### src/y2r_pkg.sv
// ----------------------------------------------------------------------------
// y2r_pkg
// Shared types, widths and helpers for the 4:2:0 block color converter.
// ----------------------------------------------------------------------------
`default_nettype none

package y2r_pkg;

    localparam int SAMPLE_W = 8;
    localparam int COEF_W   = 16;
    localparam int CFG_W    = 3 * COEF_W;
    localparam int PROD_W   = 2 * COEF_W;
    localparam int SUM_W    = PROD_W + 2;
    localparam int FRAC_W   = 8;
    localparam int NUM_CH   = 3;
    localparam int NUM_PIX  = 4;
    localparam int IDX_W    = 2;

    // field positions inside a packed 48-bit register
    localparam int FLD_Y = 0;
    localparam int FLD_U = 1;
    localparam int FLD_V = 2;

    typedef enum logic [IDX_W-1:0] {
        REG_CH0_ROW  = 2'd0,
        REG_CH1_ROW  = 2'd1,
        REG_CH2_ROW  = 2'd2,
        REG_OFFSETS  = 2'd3
    } reg_idx_t;

    typedef logic [CFG_W-1:0]           cfg_word_t;
    typedef logic signed [COEF_W-1:0]   coef_t;
    typedef logic signed [PROD_W-1:0]   prod_t;
    typedef logic signed [SUM_W-1:0]    sum_t;
    typedef logic [SAMPLE_W-1:0]        pix_t;

    // stage advance strobes handed to the per-pixel datapath
    typedef struct packed {
        logic en_prod;
        logic en_out;
    } stage_ctl_t;

    function automatic coef_t field16(input cfg_word_t word, input int k);
        field16 = coef_t'(word[COEF_W*k +: COEF_W]);
    endfunction

    // floor shift, then clamp to 0..255
    function automatic pix_t clamp_sum(input sum_t s);
        pix_t res;
        if (s[SUM_W-1])
        begin
            res = '0;
        end
        else if (|s[SUM_W-2:FRAC_W+SAMPLE_W])
        begin
            res = '1;
        end
        else
        begin
            res = s[FRAC_W+SAMPLE_W-1:FRAC_W];
        end
        return res;
    endfunction

endpackage

`default_nettype wire

### src/y2r_pixel.sv
// ----------------------------------------------------------------------------
// y2r_pixel
// Three output channels of one pixel: luma products, then sum, shift, clamp.
// ----------------------------------------------------------------------------
`default_nettype none

module y2r_pixel (
    input  wire logic                                        clk,
    input  wire y2r_pkg::stage_ctl_t                         ctl,
    input  wire y2r_pkg::coef_t                              y_diff,
    input  wire y2r_pkg::cfg_word_t [y2r_pkg::NUM_CH-1:0]    rows,
    input  wire y2r_pkg::prod_t     [y2r_pkg::NUM_CH-1:0]    u_prod,
    input  wire y2r_pkg::prod_t     [y2r_pkg::NUM_CH-1:0]    v_prod,
    output      y2r_pkg::pix_t      [y2r_pkg::NUM_CH-1:0]    ch
);

    y2r_pkg::prod_t [y2r_pkg::NUM_CH-1:0] y_prod_reg;
    y2r_pkg::prod_t [y2r_pkg::NUM_CH-1:0] y_prod_next;
    y2r_pkg::pix_t  [y2r_pkg::NUM_CH-1:0] ch_reg;
    y2r_pkg::pix_t  [y2r_pkg::NUM_CH-1:0] ch_next;

    always_comb
    begin
        for (int c = 0; c < y2r_pkg::NUM_CH; c++)
        begin
            y_prod_next[c] = y2r_pkg::field16(rows[c], y2r_pkg::FLD_Y) * y_diff;
        end
    end

    always_comb
    begin
        for (int c = 0; c < y2r_pkg::NUM_CH; c++)
        begin
            ch_next[c] = y2r_pkg::clamp_sum(
                {{2{y_prod_reg[c][y2r_pkg::PROD_W-1]}}, y_prod_reg[c]} +
                {{2{u_prod[c][y2r_pkg::PROD_W-1]}}, u_prod[c]} +
                {{2{v_prod[c][y2r_pkg::PROD_W-1]}}, v_prod[c]});
        end
    end

    always_ff @(posedge clk)
    begin
        if (ctl.en_prod)
        begin
            y_prod_reg <= y_prod_next;
        end
        if (ctl.en_out)
        begin
            ch_reg <= ch_next;
        end
    end

    assign ch = ch_reg;

endmodule

`default_nettype wire

### config.mk
export PLATFORM = sky130hd
export DESIGN_NAME = y2r_pixel
export DESIGN_NICKNAME = d
export VERILOG_FILES = /design/src/y2r_pkg.sv /design/src/y2r_pixel.sv
export SDC_FILE = /design/constraint.sdc
export NUM_CORES = 2
export LEC_CHECK = 0
export ABC_AREA = 1
export BUFFER_PORTS_ARGS = -buffer_cell sky130_fd_sc_hd__buf_2
export CORE_MARGIN = 3
export CORE_UTILIZATION = 30
export CTS_CLUSTER_SIZE = 16
export DETAILED_ROUTE_END_ITERATION = 7
export PLACE_DENSITY = 0.43
export SETUP_SLACK_MARGIN = 0.1
export SLEW_MARGIN = 20
export SYNTH_ARGS = -nofsm -noshare
export SYNTH_HDL_FRONTEND = slang
export SYNTH_SLANG_ARGS = --single-unit
### constraint.sdc
create_clock -name clk -period 10.7 [get_ports clk]
set_input_delay 1.07 -clock clk [delete_from_list [all_inputs] [get_ports clk]]
set_output_delay 1.07 -clock clk [all_outputs]
set_load 0.02 [all_outputs]
==> metrics <==
Worst Tran Pin Value=between 0.9 and 1 ns; CTS max path bufs=2; setup repair bufs after CTS=0; die area=148,700 um^2; clock skew=0.007064 ns; required time worst endpoint=10.95 ns; Critical Path, Cell by Cell=buf_2 -> buf_4 -> nand2_1 -> fa_1 -> inv_1 -> fa_1 -> fa_1 -> fa_1 -> fa_1 -> inv_1 -> fa_1 -> inv_1 -> ha_1 -> nand2_1 -> nor4_1 -> nand2_1 -> o211ai_1 -> nand3_1 -> nand2_1 -> a21oi_1 -> xor2_1; crit share post-route=69.17%; Layout area overhead=9.164%; Avg Inst Size Synth=7.830 um^2; PortBufs=between 200 and 300; max FFs per register=96; RD Place Congestion=0.9062; slowest stage delay, CP=0.87 ns; delay-heaviest family, CP=adder cells; EDFF count, synth=120; area leader, netlist=fa_1; drt drc=0; Starting Density=30.38%; number of buffers created by CTS=17; ANT nets after route=0; Overflow after GRT=0; CTS tree=yes; core region area=approximately 140,000 um^2; DIE WIDTH=385.6 um; Via-to-Cell Ratio=around 4.4; area taken by multi-input logic gates=33,050 um^2; Worst Setup Path Type=in -> reg; Syn Inst Count=between 5,000 and 6,000; commonest non-fill, non-tap cells in the layout=1,560 x inv_1, 1,453 x nand2_1, 879 x fa_1; fmax=0.1351 GHz; mapped cell area=43,230 um^2; synth top area cells=fa_1 41%, inv_1 14%, nand2_1 13%; fin nets=7,259; via count=33,672; # fillers=15,471; hold_buf cts=0; most common cell after layout, fill and taps aside=inv_1; post-synthesis cell type count=47; Resize count post-CTS=0; wire length per cell=approximately 16 um; final setup fails=0; fin crit period=7.401 ns; Crit path buffers/inverters=5; Seq/Total Area, Yosys=8.336%; DIE HEIGHT=385.6 um; FF/Latch Area=about 3600 um^2; RSZ-0062 raised after global routing=false; max cap viols=0; Final TNS setup=0 ns; Slew Viols, Final=0; Synth Flop Type=edfxtp_1; largest net degree at the start of global routing=59; endpoints failing hold=0; asr flop ratio synth=0%; vias in the first global route=35,819; I/O Pins=379; outcome=completed; H-Tree Level Count=4; most used cell, CP=fa_1; hpwl dp=around 110,000 um; TritonRoute pass-1 iters=6; clock tree root driver cell=clkbuf_16; Setup WS post-layout=3.299 ns; top-area cell type share of the netlist area=between 40 and 50%; CTS clk-pin slew, worst paths=0.06 ns; Slew headroom=36.80%; initial antenna violation count=9; CP endpoint kind=flip-flop; Hold Path Class=in -> reg; first-pass GRT wire length=197,900 um; wirelength, routed=about 120,000 um; fraction of layout cells with a size suffix above 1=around 8%; crit path launch type=input port; Synth Warn #=0; CTS Sinks=120; worst slack at placement=around 2.7 ns; crit path DAT=approximately 7.7 ns; antenna cell count=0; 1st-iter DRT viols=1,651; Crit Path Max Fanout=28; syn nets=around 7,100; highest-delay cell along the critical path=fa_1; number of synthesized register bits=120; Clock Latency Late Sink=0.51 ns; GRT Util Overall=17.04%; Row Count=138
-- kinds of logic after synthesis --
kind of cell | after synthesis | synth area share [%]
AOI/OAI and AO/OA | 342 | 4.350
xor gates and xnor gates | 144 | 3.056
adders and majority gates | 1221 | 50.60
buffers and inverters | 1751 | 15.20
DFF | 120 | 8.336
and+or+nand+nor | 1943 | 18.45
-- cell usage after synthesis (15+ instances only) --
cell         n
a21oi_1    182
buf_1       23
clkbuf_1   137
edfxtp_1   120
fa_1       879
ha_1       342
inv_1     1561
inv_2       27
nand2_1   1453
nand2_2     20
nand3_1    118
nand4_1     52
nor2_1     195
nor2_2      23
nor3_1      25
o21ai_0     79
o21ai_1     19
o21bai_1    15
xnor2_1     74
xor2_1      65
-- stage by stage --
stage | cells | hold WS [ns] | util, % | cell area, um^2
after CTS | 7586 | 1.053 | 33.17 | 47190
after global placement | 7554 | 1.147 | 32.73 | 46560
after detailed placement | 7554 | 1.141 | 32.73 | 46560
final | 7586 | 1.083 | 33.17 | 47190
after global routing | 7586 | 1.097 | 33.17 | 47190
after floorplan | 5521 | 0.9704 | - | 43230
-- layout make-up --
type,count,share of cell area [%]
Timing Repair Buffer,303,3.330
Sequential cell,120,7.636
Clock buffer,17,0.9015
Tap cell,1890,5.011
Clock inverter,15,0.4242
Inverter,1591,12.66
Multi-Input combinational cell,3650,70.04
-- per-layer routing --
metal | vias to the layer above | part of all wire (%) | global-route usage (%)
met2 | 548 | 49 | 29.46
met3 | 78 | 3.5 | 1.617
met4 | 4 | 1.5 | 3.337
li1 | 16346 | - | -
met5 | - | 0.018 | 0
met1 | 16696 | 46 | 23.21
-- worst register-to-register path: cells and delay by family, from the launching register on --
family | cells | cell delay (ns)
AND/OR/NAND/NOR | 9 | 1.14
AO/OA/AOI/OAI | 3 | 0.88
adder cells (fa/ha/maj) | 2 | 0.81
flip-flops | 1 | 0.45
buffers and inverters | 1 | 0.04
-- final timing paths --
path              slack [ns]           start             end  cells after the start
setup reg to reg        7.15  y_prod_reg[81]          ch[23]                     15
hold / removal          1.08          ctl[1]  y_prod_reg[33]                      1
setup / recovery        3.30       y_diff[4]  y_prod_reg[60]                     21
hold reg to reg         1.12  y_prod_reg[77]          ch[21]                      6
Power is not shown: default switching activity piles up to over one toggle a cycle in this logic, so the estimate is an artifact.
